===== src/sv/assert_macros.svh =====
// Assertion helpers used by the sequencer core.
// All checks are sampled on clk_i and disabled while rst_ni is low.
`ifndef ASSERT_MACROS_SVH
`define ASSERT_MACROS_SVH

// Check that a property holds at every clock edge.
`define CHECK_ALWAYS(label, prop, msg) \
  label: assert property (@(posedge clk_i) disable iff (!rst_ni) (prop)) \
    else $error(msg);

// Check that a consequent holds in the cycle after its antecedent.
`define CHECK_NEXT(label, ante, cons, msg) \
  label: assert property (@(posedge clk_i) disable iff (!rst_ni) (ante) |=> (cons)) \
    else $error(msg);

`endif


===== src/sv/i2cm_pkg.sv =====
`timescale 1ns / 1ps
`default_nettype none

package i2cm_pkg;

  // Byte framing
  localparam int unsigned BITS_PER_BYTE = 8;
  localparam int unsigned BIT_CNT_W     = 4;
  localparam logic [BIT_CNT_W-1:0] BIT_CNT_BYTE = BIT_CNT_W'(BITS_PER_BYTE);

  // Field widths
  localparam int unsigned TIMER_W = 16;
  localparam int unsigned POLL_W  = 8;
  localparam int unsigned BYTE_W  = 8;

  // Register reset values
  localparam logic [TIMER_W-1:0] HALF_PERIOD_RST = 16'd3;
  localparam logic [POLL_W-1:0]  ACK_TIMEOUT_RST = 8'd80;

  // Command codes
  typedef enum logic [2:0] {
    OP_NONE  = 3'd0,
    OP_START = 3'd1,
    OP_STOP  = 3'd2,
    OP_WRITE = 3'd3,
    OP_READ  = 3'd4,
    OP_ACK   = 3'd5,
    OP_NACK  = 3'd6,
    OP_WAIT  = 3'd7
  } op_e;

  // Step within a command sequence
  typedef enum logic [2:0] {
    STEP_0 = 3'd0,
    STEP_1 = 3'd1,
    STEP_2 = 3'd2,
    STEP_3 = 3'd3,
    STEP_4 = 3'd4
  } step_e;

  // Completion status
  typedef enum logic [1:0] {
    ST_OK         = 2'd0,
    ST_START_FAIL = 2'd1,
    ST_NO_ACK     = 2'd2
  } status_e;

  // Configuration register indexes
  typedef enum logic {
    REG_HALF_PERIOD = 1'b0,
    REG_ACK_TIMEOUT = 1'b1
  } cfg_reg_e;

  // Result item, lowest field in the lowest bits
  typedef struct packed {
    logic              cmd_ignored;
    logic [1:0]        status;
    logic [BYTE_W-1:0] rx_byte;
    logic              done_res;
    logic              busy_res;
    logic              sda_out;
    logic              scl_out;
  } result_t;

endpackage

`default_nettype wire


===== src/sv/i2c_master_bit_sequencer_core.sv =====
`timescale 1ns / 1ps
`default_nettype none
// I2C master bit sequencer, driven one tick per input transaction.
// Input stream: each transaction is one bus tick carrying a command opcode,
// the byte for a write, and the sampled SDA level. A nonzero opcode starts a
// command only while the sequencer is idle; otherwise it is dropped and the
// matching result flags cmd_ignored.
// Output stream: exactly one result per input transaction with the SCL/SDA
// drive levels, busy, a done pulse, the last byte read and a status code.
// Configuration channel: index 0 sets half_period (ticks per phase), index 1
// sets ack_timeout (high polls that end the wait with no ack). Write only
// while idle; the channel is always ready.
// The result of a transaction sits in the output register on the
// next cycle. Throughput: one transaction per cycle while the output is not stalled, set by the single
// sequencer update between the state registers and the output register.
// A transaction is taken while the output register is empty or being read,
// so a stalled receiver stalls the input after one buffered result.
// Reset: both lines released, sequencer idle, status ok, rx_byte zero,
// half_period 3, ack_timeout 80, output register empty.

`include "assert_macros.svh"

module i2c_master_bit_sequencer_core (
  input  wire logic        clk_i,
  input  wire logic        rst_ni,
  // tdata: opcode[2:0], tx_byte[10:3], sda_in[11], zero pad[15:12]
  input  wire logic [15:0] s_axis_tdata_i,
  input  wire logic        s_axis_tvalid_i,
  output logic             s_axis_tready_o,
  // tdata: scl_out[0], sda_out[1], busy_res[2], done_res[3], rx_byte[11:4],
  //        status[13:12], cmd_ignored[14], zero pad[15]
  output logic [15:0]      m_axis_tdata_o,
  output logic             m_axis_tvalid_o,
  input  wire logic        m_axis_tready_i,
  input  wire logic        cfg_valid_i,
  output logic             cfg_ready_o,
  input  wire logic        cfg_addr_i,
  input  wire logic [15:0] cfg_data_i
);

  // Configuration registers
  logic [i2cm_pkg::TIMER_W-1:0] half_period_q;
  logic [i2cm_pkg::POLL_W-1:0]  ack_timeout_q;

  // Sequencer state
  i2cm_pkg::op_e                  cmd_q, cmd_d;
  i2cm_pkg::step_e                step_q, step_d;
  logic [i2cm_pkg::TIMER_W-1:0]   timer_q, timer_d;
  logic [i2cm_pkg::BIT_CNT_W-1:0] bit_cnt_q, bit_cnt_d;
  logic [i2cm_pkg::BYTE_W-1:0]    shift_q, shift_d;
  logic [i2cm_pkg::POLL_W-1:0]    poll_q, poll_d;
  logic                           scl_q, scl_d;
  logic                           sda_q, sda_d;
  i2cm_pkg::status_e              status_q, status_d;
  logic [i2cm_pkg::BYTE_W-1:0]    rx_q, rx_d;

  // Output register
  i2cm_pkg::result_t res_q, res_d;
  logic              m_valid_q;

  // Per-transaction scratch
  i2cm_pkg::op_e                 op_in;
  logic [i2cm_pkg::BYTE_W-1:0]   tx_in;
  logic                          sda_in;
  logic                          in_accept;
  logic                          run;
  logic                          done;
  logic                          ignored;
  logic [i2cm_pkg::TIMER_W-1:0]  hold_ticks;
  logic [i2cm_pkg::POLL_W-1:0]   poll_limit;

  // Unpack input fields
  assign op_in  = i2cm_pkg::op_e'(s_axis_tdata_i[2:0]);
  assign tx_in  = s_axis_tdata_i[10:3];
  assign sda_in = s_axis_tdata_i[11];

  // Take a tick while the output register is free or being drained
  assign s_axis_tready_o = !m_valid_q || m_axis_tready_i;
  assign in_accept       = s_axis_tvalid_i && s_axis_tready_o;

  assign m_axis_tvalid_o = m_valid_q;
  assign m_axis_tdata_o  = {1'b0, res_q};
  assign cfg_ready_o     = 1'b1;

  // Zero settings behave as one
  assign hold_ticks = (half_period_q == '0) ? i2cm_pkg::TIMER_W'(1) : half_period_q;
  assign poll_limit = (ack_timeout_q == '0) ? i2cm_pkg::POLL_W'(1) : ack_timeout_q;

  // Write configuration registers
  always_ff @(posedge clk_i or negedge rst_ni) begin
    if (!rst_ni) begin
      half_period_q <= i2cm_pkg::HALF_PERIOD_RST;
      ack_timeout_q <= i2cm_pkg::ACK_TIMEOUT_RST;
    end else if (cfg_valid_i) begin
      unique case (i2cm_pkg::cfg_reg_e'(cfg_addr_i))
        i2cm_pkg::REG_HALF_PERIOD: half_period_q <= cfg_data_i;
        i2cm_pkg::REG_ACK_TIMEOUT: ack_timeout_q <= cfg_data_i[i2cm_pkg::POLL_W-1:0];
        default: ;
      endcase
    end
  end

  // Next state: launch or time the current step, then advance the sequence
  always_comb begin
    cmd_d     = cmd_q;
    step_d    = step_q;
    timer_d   = timer_q;
    bit_cnt_d = bit_cnt_q;
    shift_d   = shift_q;
    poll_d    = poll_q;
    scl_d     = scl_q;
    sda_d     = sda_q;
    status_d  = status_q;
    rx_d      = rx_q;
    run       = 1'b0;
    done      = 1'b0;
    ignored   = 1'b0;

    if (cmd_q == i2cm_pkg::OP_NONE) begin
      if (op_in != i2cm_pkg::OP_NONE) begin
        cmd_d    = op_in;
        step_d   = i2cm_pkg::STEP_0;
        status_d = i2cm_pkg::ST_OK;
        if (op_in == i2cm_pkg::OP_WRITE) begin
          shift_d = tx_in;
        end
        run = 1'b1;
      end
    end else begin
      ignored = (op_in != i2cm_pkg::OP_NONE);
      if (cmd_q == i2cm_pkg::OP_WAIT && step_q == i2cm_pkg::STEP_3 && timer_q == '0) begin
        // Ack polling runs on every tick once the hold has expired
        run = 1'b1;
      end else begin
        timer_d = (timer_q != '0) ? timer_q - i2cm_pkg::TIMER_W'(1) : '0;
        run     = (timer_d == '0);
      end
    end

    if (run) begin
      unique case (cmd_d)
        i2cm_pkg::OP_START: begin
          if (step_d == i2cm_pkg::STEP_0) begin
            scl_d = 1'b1; sda_d = 1'b1;
            step_d = i2cm_pkg::STEP_1; timer_d = hold_ticks;
          end else if (step_d == i2cm_pkg::STEP_1) begin
            if (!sda_in) begin
              status_d = i2cm_pkg::ST_START_FAIL;
              cmd_d = i2cm_pkg::OP_NONE; step_d = i2cm_pkg::STEP_0; timer_d = '0; done = 1'b1;
            end else begin
              sda_d = 1'b0;
              step_d = i2cm_pkg::STEP_2; timer_d = hold_ticks;
            end
          end else begin
            if (sda_in) begin
              status_d = i2cm_pkg::ST_START_FAIL;
            end else begin
              scl_d = 1'b0;
            end
            cmd_d = i2cm_pkg::OP_NONE; step_d = i2cm_pkg::STEP_0; timer_d = '0; done = 1'b1;
          end
        end
        i2cm_pkg::OP_STOP: begin
          if (step_d == i2cm_pkg::STEP_0) begin
            scl_d = 1'b0; sda_d = 1'b0;
            step_d = i2cm_pkg::STEP_1; timer_d = hold_ticks;
          end else if (step_d == i2cm_pkg::STEP_1) begin
            scl_d = 1'b1;
            step_d = i2cm_pkg::STEP_2; timer_d = hold_ticks;
          end else begin
            sda_d = 1'b1;
            cmd_d = i2cm_pkg::OP_NONE; step_d = i2cm_pkg::STEP_0; timer_d = '0; done = 1'b1;
          end
        end
        i2cm_pkg::OP_ACK: begin
          if (step_d == i2cm_pkg::STEP_0) begin
            sda_d = 1'b0;
            step_d = i2cm_pkg::STEP_1; timer_d = hold_ticks;
          end else if (step_d == i2cm_pkg::STEP_1) begin
            scl_d = 1'b1;
            step_d = i2cm_pkg::STEP_2; timer_d = hold_ticks;
          end else if (step_d == i2cm_pkg::STEP_2) begin
            scl_d = 1'b0;
            step_d = i2cm_pkg::STEP_3; timer_d = hold_ticks;
          end else begin
            sda_d = 1'b1;
            cmd_d = i2cm_pkg::OP_NONE; step_d = i2cm_pkg::STEP_0; timer_d = '0; done = 1'b1;
          end
        end
        i2cm_pkg::OP_NACK: begin
          if (step_d == i2cm_pkg::STEP_0) begin
            scl_d = 1'b0; sda_d = 1'b1;
            step_d = i2cm_pkg::STEP_1; timer_d = hold_ticks;
          end else if (step_d == i2cm_pkg::STEP_1) begin
            scl_d = 1'b1;
            step_d = i2cm_pkg::STEP_2; timer_d = hold_ticks;
          end else begin
            scl_d = 1'b0;
            cmd_d = i2cm_pkg::OP_NONE; step_d = i2cm_pkg::STEP_0; timer_d = '0; done = 1'b1;
          end
        end
        i2cm_pkg::OP_WAIT: begin
          if (step_d == i2cm_pkg::STEP_0) begin
            scl_d = 1'b0;
            step_d = i2cm_pkg::STEP_1; timer_d = hold_ticks;
          end else if (step_d == i2cm_pkg::STEP_1) begin
            sda_d = 1'b1;
            step_d = i2cm_pkg::STEP_2; timer_d = hold_ticks;
          end else if (step_d == i2cm_pkg::STEP_2) begin
            scl_d = 1'b1; poll_d = '0;
            step_d = i2cm_pkg::STEP_3; timer_d = hold_ticks;
          end else begin
            timer_d = '0;
            if (!sda_in) begin
              scl_d = 1'b0;
              cmd_d = i2cm_pkg::OP_NONE; step_d = i2cm_pkg::STEP_0; done = 1'b1;
            end else begin
              poll_d = poll_q + i2cm_pkg::POLL_W'(1);
              if (poll_d >= poll_limit) begin
                // Timed out: report no ack and enter the first step of a stop
                status_d = i2cm_pkg::ST_NO_ACK;
                cmd_d = i2cm_pkg::OP_STOP;
                scl_d = 1'b0; sda_d = 1'b0;
                step_d = i2cm_pkg::STEP_1; timer_d = hold_ticks;
              end
            end
          end
        end
        i2cm_pkg::OP_WRITE: begin
          if (step_d == i2cm_pkg::STEP_0) begin
            scl_d = 1'b0; bit_cnt_d = '0;
            step_d = i2cm_pkg::STEP_1; timer_d = hold_ticks;
          end else if (step_d == i2cm_pkg::STEP_1) begin
            if (bit_cnt_d >= i2cm_pkg::BIT_CNT_BYTE) begin
              cmd_d = i2cm_pkg::OP_NONE; step_d = i2cm_pkg::STEP_0; timer_d = '0; done = 1'b1;
            end else begin
              sda_d   = shift_d[i2cm_pkg::BYTE_W-1];
              shift_d = {shift_d[i2cm_pkg::BYTE_W-2:0], 1'b0};
              step_d = i2cm_pkg::STEP_2; timer_d = hold_ticks;
            end
          end else if (step_d == i2cm_pkg::STEP_2) begin
            scl_d = 1'b1;
            step_d = i2cm_pkg::STEP_3; timer_d = hold_ticks;
          end else begin
            scl_d = 1'b0;
            bit_cnt_d = bit_cnt_q + i2cm_pkg::BIT_CNT_W'(1);
            step_d = i2cm_pkg::STEP_1; timer_d = hold_ticks;
          end
        end
        i2cm_pkg::OP_READ: begin
          if (step_d == i2cm_pkg::STEP_0) begin
            sda_d = 1'b1; bit_cnt_d = '0; shift_d = '0;
            step_d = i2cm_pkg::STEP_1; timer_d = hold_ticks;
          end else if (step_d == i2cm_pkg::STEP_1) begin
            shift_d = {shift_q[i2cm_pkg::BYTE_W-2:0], 1'b0};
            scl_d = 1'b0;
            step_d = i2cm_pkg::STEP_2; timer_d = hold_ticks;
          end else if (step_d == i2cm_pkg::STEP_2) begin
            scl_d = 1'b1;
            step_d = i2cm_pkg::STEP_3; timer_d = hold_ticks;
          end else if (step_d == i2cm_pkg::STEP_3) begin
            // Sample SDA into the low bit, then make room for the next bit unless the byte is complete
            shift_d   = {shift_q[i2cm_pkg::BYTE_W-1:1], shift_q[0] | sda_in};
            bit_cnt_d = bit_cnt_q + i2cm_pkg::BIT_CNT_W'(1);
            scl_d = 1'b0;
            timer_d = hold_ticks;
            if (bit_cnt_d < i2cm_pkg::BIT_CNT_BYTE) begin
              shift_d = {shift_d[i2cm_pkg::BYTE_W-2:0], 1'b0};
              step_d = i2cm_pkg::STEP_2;
            end else begin
              step_d = i2cm_pkg::STEP_4;
            end
          end else begin
            rx_d = shift_q;
            cmd_d = i2cm_pkg::OP_NONE; step_d = i2cm_pkg::STEP_0; timer_d = '0; done = 1'b1;
          end
        end
        default: begin
          cmd_d = i2cm_pkg::OP_NONE; step_d = i2cm_pkg::STEP_0; timer_d = '0; done = 1'b1;
        end
      endcase
    end
  end

  // Outputs: assemble the result of this tick
  always_comb begin
    res_d.scl_out     = scl_d;
    res_d.sda_out     = sda_d;
    res_d.busy_res    = (cmd_d != i2cm_pkg::OP_NONE);
    res_d.done_res    = done;
    res_d.rx_byte     = rx_d;
    res_d.status      = status_d;
    res_d.cmd_ignored = ignored;
  end

  // Advance sequencer state on each accepted tick
  always_ff @(posedge clk_i or negedge rst_ni) begin
    if (!rst_ni) begin
      cmd_q     <= i2cm_pkg::OP_NONE;
      step_q    <= i2cm_pkg::STEP_0;
      timer_q   <= '0;
      bit_cnt_q <= '0;
      shift_q   <= '0;
      poll_q    <= '0;
      scl_q     <= 1'b1;
      sda_q     <= 1'b1;
      status_q  <= i2cm_pkg::ST_OK;
      rx_q      <= '0;
    end else if (in_accept) begin
      cmd_q     <= cmd_d;
      step_q    <= step_d;
      timer_q   <= timer_d;
      bit_cnt_q <= bit_cnt_d;
      shift_q   <= shift_d;
      poll_q    <= poll_d;
      scl_q     <= scl_d;
      sda_q     <= sda_d;
      status_q  <= status_d;
      rx_q      <= rx_d;
    end
  end

  // Hold the result until the receiver takes it
  always_ff @(posedge clk_i or negedge rst_ni) begin
    if (!rst_ni) begin
      m_valid_q <= 1'b0;
    end else if (in_accept) begin
      m_valid_q <= 1'b1;
    end else if (m_axis_tready_i) begin
      m_valid_q <= 1'b0;
    end
  end

  always_ff @(posedge clk_i) begin
    if (in_accept) begin
      res_q <= res_d;
    end
  end

  `CHECK_ALWAYS(a_idle_clean,
    (cmd_q != i2cm_pkg::OP_NONE) || (timer_q == '0 && step_q == i2cm_pkg::STEP_0),
    "idle sequencer has a running timer or step")
  `CHECK_ALWAYS(a_no_overwrite,
    !(m_valid_q && !m_axis_tready_i && in_accept),
    "result register overwritten while stalled")
  `CHECK_NEXT(a_busy_drop,
    in_accept && cmd_q != i2cm_pkg::OP_NONE && op_in != i2cm_pkg::OP_NONE,
    m_valid_q && res_q.cmd_ignored,
    "command during busy not flagged as ignored")
  `CHECK_NEXT(a_status_hold, !in_accept, $stable(status_q),
    "status changed without a transaction")

endmodule

`default_nettype wire

===== config.mk =====
export PLATFORM = sky130hd
export DESIGN_NAME = i2c_master_bit_sequencer_core
export DESIGN_NICKNAME = d
export VERILOG_FILES = /design/src/sv/i2cm_pkg.sv /design/src/sv/i2c_master_bit_sequencer_core.sv
export VERILOG_INCLUDE_DIRS = /design/src /design/src/sv
export SDC_FILE = /design/constraint.sdc
export NUM_CORES = 1
export LEC_CHECK = 0
export BUFFER_PORTS_ARGS = -buffer_cell sky130_fd_sc_hd__buf_4
export CAP_MARGIN = 20
export CORE_UTILIZATION = 36
export CTS_CLUSTER_DIAMETER = 150
export CTS_CLUSTER_SIZE = 8
export DETAILED_ROUTE_END_ITERATION = 10
export PLACE_DENSITY = 0.57
export SYNTH_ARGS = -nofsm -noshare
export SYNTH_HDL_FRONTEND = slang
export SYNTH_SLANG_ARGS = --single-unit

===== constraint.sdc =====
create_clock -name clk_i -period 4.5 [get_ports clk_i]
set_input_delay 0 -clock clk_i [delete_from_list [all_inputs] [get_ports clk_i]]
set_output_delay 0 -clock clk_i [all_outputs]
set_load 0.02 [all_outputs]

==> out/results.md, run 1 <==
| Item | This run | Unit |
|:---|:---|:---|
| Outcome | complete, no violations | - |
| CTS H-Tree Depth | 3 | - |
| FP Rows | 48 | - |
| Final HPWL from detailed placement | 12.7 | mm |
| Proportion of layout cells with a drive suffix above 1 | 21.2 | % |
| Number of setup buffers added after CTS | 0 | - |
| Grt met1 use | 28.0 | % |
| Slew of the pin with the lowest slew margin | 1080 | ps |
| Maximum buffer depth of the clock tree | 2 | - |
| Reg clk slew, reported paths | 70 | ps |
| Leading cell types by count after synthesis | 73 x dfrtp_1, 47 x a21oi_1, 47 x nand2_1 | - |
| Top-level I/O count | 57 | - |
| Sequential element share of the synthesized area | 38.6 | % |
| Global-route wire length before repair | 29.3 | mm |
| Classification of the worst-slack hold path | input pin to flip-flop | - |
| Via count | 5808 | - |
| CP Class | flip-flop to flip-flop | - |
| TritonCTS Buffers | 9 | - |
| Setup skew after layout | 4.54 | ps |
| Global Route met2 Usage | 32.2 | % |
| Critical Path AT | 4170 | ps |
| Number of detailed-route iterations in the first pass | 6 | - |
| Sum of overflow across all layers after global routing | 0 | - |
| Iteration-0 DRC count of the detailed router | 815 | - |
| Total Die Area | 18000 | um^2 |
| Final net count | 786 | - |
| Fraction of synthesized cell area taken by the top area cell type | 29.0 | % |
| Power density over the cells | 347 | nW/um^2 |
| Via density | 6.01 | - |
| Die height | 134 | um |
| Routed WL per cell | 18.6 | um |
| Share of the clock period used by the worst path | 87.2 | % |
| Worst relative slew slack | 27.7 | % |
| Clock Latency Late Sink | 350 | ps |
| Layout overhead on the synthesized area | 17.1 | % |
| Number of enable-type register cells in the synthesized netlist | 15 | - |
| Synth Area in Simple Gates | 19.8 | % |
| End-of-flow core utilization | 43.0 | % |
| Number of standard cells after synthesis | 688 | - |
| Endpoint class of the critical path | flip-flop | - |
| Crit path launch type | flip-flop | - |
| Max Cap Violations | 0 | - |
| Data required time at the worst endpoint | 4740 | ps |
| Most frequent cell after synthesis | dfrtp_1 | - |
| Total GRT Usage | 20.5 | % |
| Initial core utilization | 36.7 | % |
| Period minus WS final | 3930 | ps |
| Proportion of synthesized area in mux cells | 9.98 | % |
| Drt total wl | 18.0 | mm |
| Hold buffer count at CTS | 20 | - |
| Total negative setup slack | 0 | ps |
| Proportion of synthesized flip-flops having asynchronous set or reset | 84.0 | % |
| Complex-gate fraction of the synthesized area | 23.2 | % |
| Most area-consuming cells after synthesis | dfrtp_1 29%, edfxtp_1 7.1%, mux2_2 6.6%, a21oi_1 3.7%, o21ai_0 2.9% | - |
| Endpoints failing setup | 0 | - |
| Resized cells post-CTS | 0 | - |
| Die X | 134 | um |
| RSZ-0062 raised after global routing | false | - |
| Global placement routability congestion | 0.927 | - |
| TritonCTS clock tree | built | - |
| Net count after synthesis | 738 | - |
| Busiest layer in global routing | met2 | - |
| Fraction of the mapped netlist area in adder cells | 2.38 | % |
| Distinct cell type count of the synthesized netlist | 81 | - |
| Synth Flop Type | dfrtp_1 | - |
| Syn Std Cell Area | 6310 | um^2 |
| Xor and xnor area share after synthesis | 1.11 | % |
| Maximum clock frequency | 255 | MHz |
| Number of antenna violations at the first check in global routing | 0 | - |
| Combinational family with the most area after synthesis | compound AO/OA/AOI/OAI gates | - |
| Cell at the root of the clock tree | clkbuf_16 | - |
| Slew Limit Fails | 0 | - |
| Average instance area after synthesis | 9.17 | um^2 |
| Buffers on Ports | 50 | - |
| Yosys warning total | 0 | - |
| Drt drc | 0 | - |
| Largest net degree at the start of global routing | 61 | - |
| Flip-flop and latch count after synthesis | 94 | - |
| Final Hold Fails | 0 | - |
| Met3 routing resource usage after global routing | 4.50 | % |
| Antenna diode count | 0 | - |
| Number of global-route vias before repair | 5505 | - |
| Post-detailed-route count of antenna-violating nets | 0 | - |
| Largest area contributor in the netlist | dfrtp_1 | - |
| Sink Count | 94 | - |
| Core Region | 17200 | um^2 |
| Largest fanout on the critical path | 12 | - |
| Smallest hold slack | 50.7 | ps |
| Cell leakage power | 2.99 | nW |
| VDD IR-drop max | 0.268 | mV |
[final timing paths]
| check | start | endpoint | slack [ps] | depth (start not counted) |
|---|---|---|---|---|
| min in group asynchronous | rst_ni | cmd_q[2] | 70 | 2 |
| hold reg to reg | status_q[1] | status_q[1] | 490 | 2 |
| setup / recovery | timer_q[0] | rx_q[0] | 570 | 9 |
| max in group asynchronous | rst_ni | timer_q[13] | 3350 | 3 |
| hold / removal | s_axis_tdata_i[5] | shift_q[2] | 50 | 3 |
| setup reg to reg | timer_q[0] | rx_q[0] | 570 | 9 |
[worst max-delay path: stages, from the launching register on]
cell and delay, ps:
dfrtp_1 410, inv_1 120, ha_1 230, nand2b_1 260
or4_1 740, nor2_2 260, o2111a_1 450, a21oi_4 100
or4b_1 830, mux2_4 400
[cells in the final DEF, fill, tap and decap left out, types with 10 or more instances in the layout]
master         instances
dfrtp_1               73
buf_4                 66
nand2_1               47
a21oi_1               47
nor2_1                45
mux2_2                37
o21ai_0               36
nand3_1               32
inv_1                 24
nor3_1                21
dlygate4sd3_1         20
edfxtp_1              15
a211oi_1              14
ha_1                  12
nor4_1                11
a211o_1               11
or3_1                 10
a2bb2oi_1             10
o211ai_1              10
a221o_1               10
o22ai_1               10
clkbuf_16             10
[routing by layer]
layer | up-vias | part of all wire [%]
met4 | 0 | 2.3
li1 | 2707 | -
met1 | 2807 | 44
met2 | 259 | 47
met3 | 35 | 6.7
met5 | - | 0
[flip-flops by register name, indices dropped and copies added (netlist names)]
signal           cells
timer_q             16
rx_q                 8
step_q               3
m_axis_tdata_o      15
cmd_q                3
half_period_q       16
status_q             2
sda_q                1
bit_cnt_q            4
m_axis_tvalid_o      1
scl_q                1
shift_q              8
ack_timeout_q        8
poll_q               8
[final cells by class]
| class | count | area [um^2] |
|---|---|---|
| Multi-Input combinational cell | 521 | 3580 |
| Sequential cell | 94 | 2430 |
| Clock inverter | 6 | 55.1 |
| Tap cell | 225 | 282 |
| Fill cell | 1701 | 9790 |
| Inverter | 24 | 90.1 |
| Timing Repair Buffer | 86 | 696 |
| Clock buffer | 10 | 250 |
[cells by family (layout without fill, tap and decap cells)]
family,after synthesis,count (layout)
and+or+nand+nor,237,237
AOI/OAI and AO/OA,209,209
DFF,94,94
buffers and inverters,73,126
muxes,53,53
adders and majority gates,12,12
xor gates and xnor gates,8,8
other,2,2
[where the power goes]
part | leakage (nW) | total [mW] | switching [mW] | internal, mW
sequential | 1.06 | 1.09 | 0.125 | 0.965
clock | 0.153 | 0.796 | 0.373 | 0.422
combinational | 1.78 | 0.675 | 0.382 | 0.293
total | 2.99 | 2.56 | 0.881 | 1.68
[through the flow]
stage	total power, mW	cells	instance area (um^2)	setup slack (ps)
after global placement	1.73	929	6870	648
after detailed placement	1.75	930	6880	614
after CTS	2.57	966	7380	594
after global routing	2.70	966	7380	331
after floorplan	1.54	688	6310	1210
final	2.56	966	7380	575
Note: power is estimated with default switching activity, not from simulation.
==> run 2: changes to the inputs <==
--- a/config.mk
+++ b/config.mk
@@ -12,6 +12,7 @@
 export CTS_CLUSTER_DIAMETER = 150
 export CTS_CLUSTER_SIZE = 8
 export DETAILED_ROUTE_END_ITERATION = 10
+export MAX_ROUTING_LAYER = met4
 export PLACE_DENSITY = 0.57
 export SYNTH_ARGS = -nofsm -noshare
 export SYNTH_HDL_FRONTEND = slang
==> run 2 against run 1 <==
  * Clock power decreased by 5.0%
  * Global-route usage grew 0.71 points
  * First-iteration DRC count is 15% lower
  * Flip-flop and latch count unchanged
  * Maximum frequency down 0.23%
  * Core utilization about the same
  * Worst setup slack worse by 9.0 ps
  * Critical path type unchanged
  * Largest cell class unchanged
  * Largest power group unchanged
  * Highest routed layer unchanged
==> out/results.md, run 2 (synthesis gave the netlist of run 1 again) <==
| Item | This run | Unit |
|:---|:---|:---|
| Number of detailed-route iterations in the first pass | 5 | - |
| Maximum clock frequency | 254 | MHz |
| Number of global-route vias before repair | 5477 | - |
| Resized cells post-CTS | 0 | - |
| RSZ-0062 raised after global routing | false | - |
| Period minus WS final | 3930 | ps |
| Total Die Area | 18000 | um^2 |
| Drt drc | 0 | - |
| Outcome | complete, no violations | - |
| Iteration-0 DRC count of the detailed router | 696 | - |
| Worst relative slew slack | 29.7 | % |
| Layout overhead on the synthesized area | 17.1 | % |
| Share of the clock period used by the worst path | 87.4 | % |
| Final HPWL from detailed placement | 12.6 | mm |
| Most frequent cells in the layout | 73 x dfrtp_1, 67 x buf_4, 47 x nand2_1, 47 x a21oi_1, 45 x nor2_1 | - |
| Antenna diode count | 0 | - |
| Crit path launch type | flip-flop | - |
| Total GRT Usage | 21.2 | % |
| CTS H-Tree Depth | 3 | - |
| Buffers on Ports | 50 | - |
| Start point of the critical path | timer_q[0] | - |
| Beginning of the worst register-to-register path | timer_q[0] | - |
| Total negative setup slack | 0 | ps |
| Maximum buffer depth of the clock tree | 2 | - |
| TritonCTS Buffers | 9 | - |
| Largest net degree at the start of global routing | 61 | - |
| Number of setup buffers added after CTS | 0 | - |
| Data required time at the worst endpoint | 4740 | ps |
| Core Region | 17200 | um^2 |
| Top-level I/O count | 57 | - |
| Proportion of layout cells with a drive suffix above 1 | 21.4 | % |
| Initial core utilization | 36.7 | % |
| Hold buffer count at CTS | 21 | - |
| Worst reg2reg setup slack | 570 | ps |
| FP Rows | 48 | - |
| Global-route wire length before repair | 29.1 | mm |
| CP Class | flip-flop to flip-flop | - |
| Capture point of the worst reg-to-reg path | rx_q[2] | - |
| Final net count | 789 | - |
| Slew Limit Fails | 0 | - |
| Sink Count | 94 | - |
| Slew of the pin with the lowest slew margin | 1050 | ps |
| Via density | 5.99 | - |
| Cell at the root of the clock tree | clkbuf_16 | - |
| Number of fill cells in the layout | 1695 | - |
| Setup skew after layout | 11.5 | ps |
| Via count | 5809 | - |
| Final Hold Fails | 0 | - |
| Count of cells along the worst register-to-register path | 9 | - |
| Largest fanout on the critical path | 12 | - |
| VDD IR-drop max | 0.258 | mV |
| Drt total wl | 18.0 | mm |
| Max Cap Violations | 0 | - |
| TritonCTS clock tree | built | - |
| Sum of overflow across all layers after global routing | 0 | - |
| Global placement routability congestion | 0.937 | - |
| Power, Total | 2.52 | mW |
| Cell leakage power | 2.99 | nW |
| Critical Path AT | 4180 | ps |
| Endpoints failing setup | 0 | - |
| Power density over the cells | 342 | nW/um^2 |
| Post-detailed-route count of antenna-violating nets | 0 | - |
| Leading cell type in the layout, fill and taps excluded | dfrtp_1 | - |
| Number of antenna violations at the first check in global routing | 0 | - |
| Classification of the worst-slack hold path | input pin to async pin | - |
| Die X | 134 | um |
| Die height | 134 | um |
| Clock Latency Late Sink | 370 | ps |
| Endpoint class of the critical path | flip-flop | - |
| Routed WL per cell | 18.6 | um |
| Reg clk slew, reported paths | 80 | ps |
run 2: worst max-delay path by stage:
stage	endpoint	cells after the start
finish	rx_q[2]	9
global route	rx_q[2]	9
CTS	rx_q[2]	9
detailed placement	rx_q[7]	9
global placement	rx_q[6]	9
floorplan	rx_q[0]	10
run 2: final cells by class:
class	count	area, um^2	area share (%)
Clock buffer	9	225	3.05
Sequential cell	94	2430	33.0
Clock inverter	7	55.1	0.745
Timing Repair Buffer	89	724	9.81
Multi-Input combinational cell	521	3580	48.4
Tap cell	225	282	3.81
Inverter	24	90.1	1.22
run 2: per-layer routing:
| layer | share of wire (%) | vias to the layer above | GRT usage, % |
|---|---|---|---|
| met4 | 1.9 | 0 | 6.68 |
| met5 | 0 | - | - |
| met2 | 47 | 247 | 32.8 |
| met3 | 6.6 | 30 | 4.61 |
| li1 | - | 2716 | - |
| met1 | 45 | 2816 | 27.6 |
run 2: through the flow:
step	area [um^2]	std cells	hold WS, ps	setup slack, ps	util [%]
after global placement	6890	931	-85.5	643	40.1
after detailed placement	6900	932	-89.9	606	40.2
after floorplan	6310	688	-296	1210	-
after global routing	7390	969	90.7	377	43.0
after CTS	7390	969	64.9	594	43.0
final	7390	969	58.5	566	43.0
run 2: worst max-delay path, stage by stage (launching register included):
cell and delay [ps]:
dfrtp_1 400, inv_1 120, ha_1 250, nand2b_1 260, or4_1 740, nor2_2 240
o2111a_1 450, a21oi_4 90, or4b_1 850, mux2_4 410
run 2: power breakdown:
part / switching [mW] / leakage, nW / total (mW) / internal [mW]
combinational: 0.380 / 1.79 / 0.676 / 0.296
sequential: 0.128 / 1.06 / 1.09 / 0.965
clock: 0.373 / 0.139 / 0.756 / 0.383
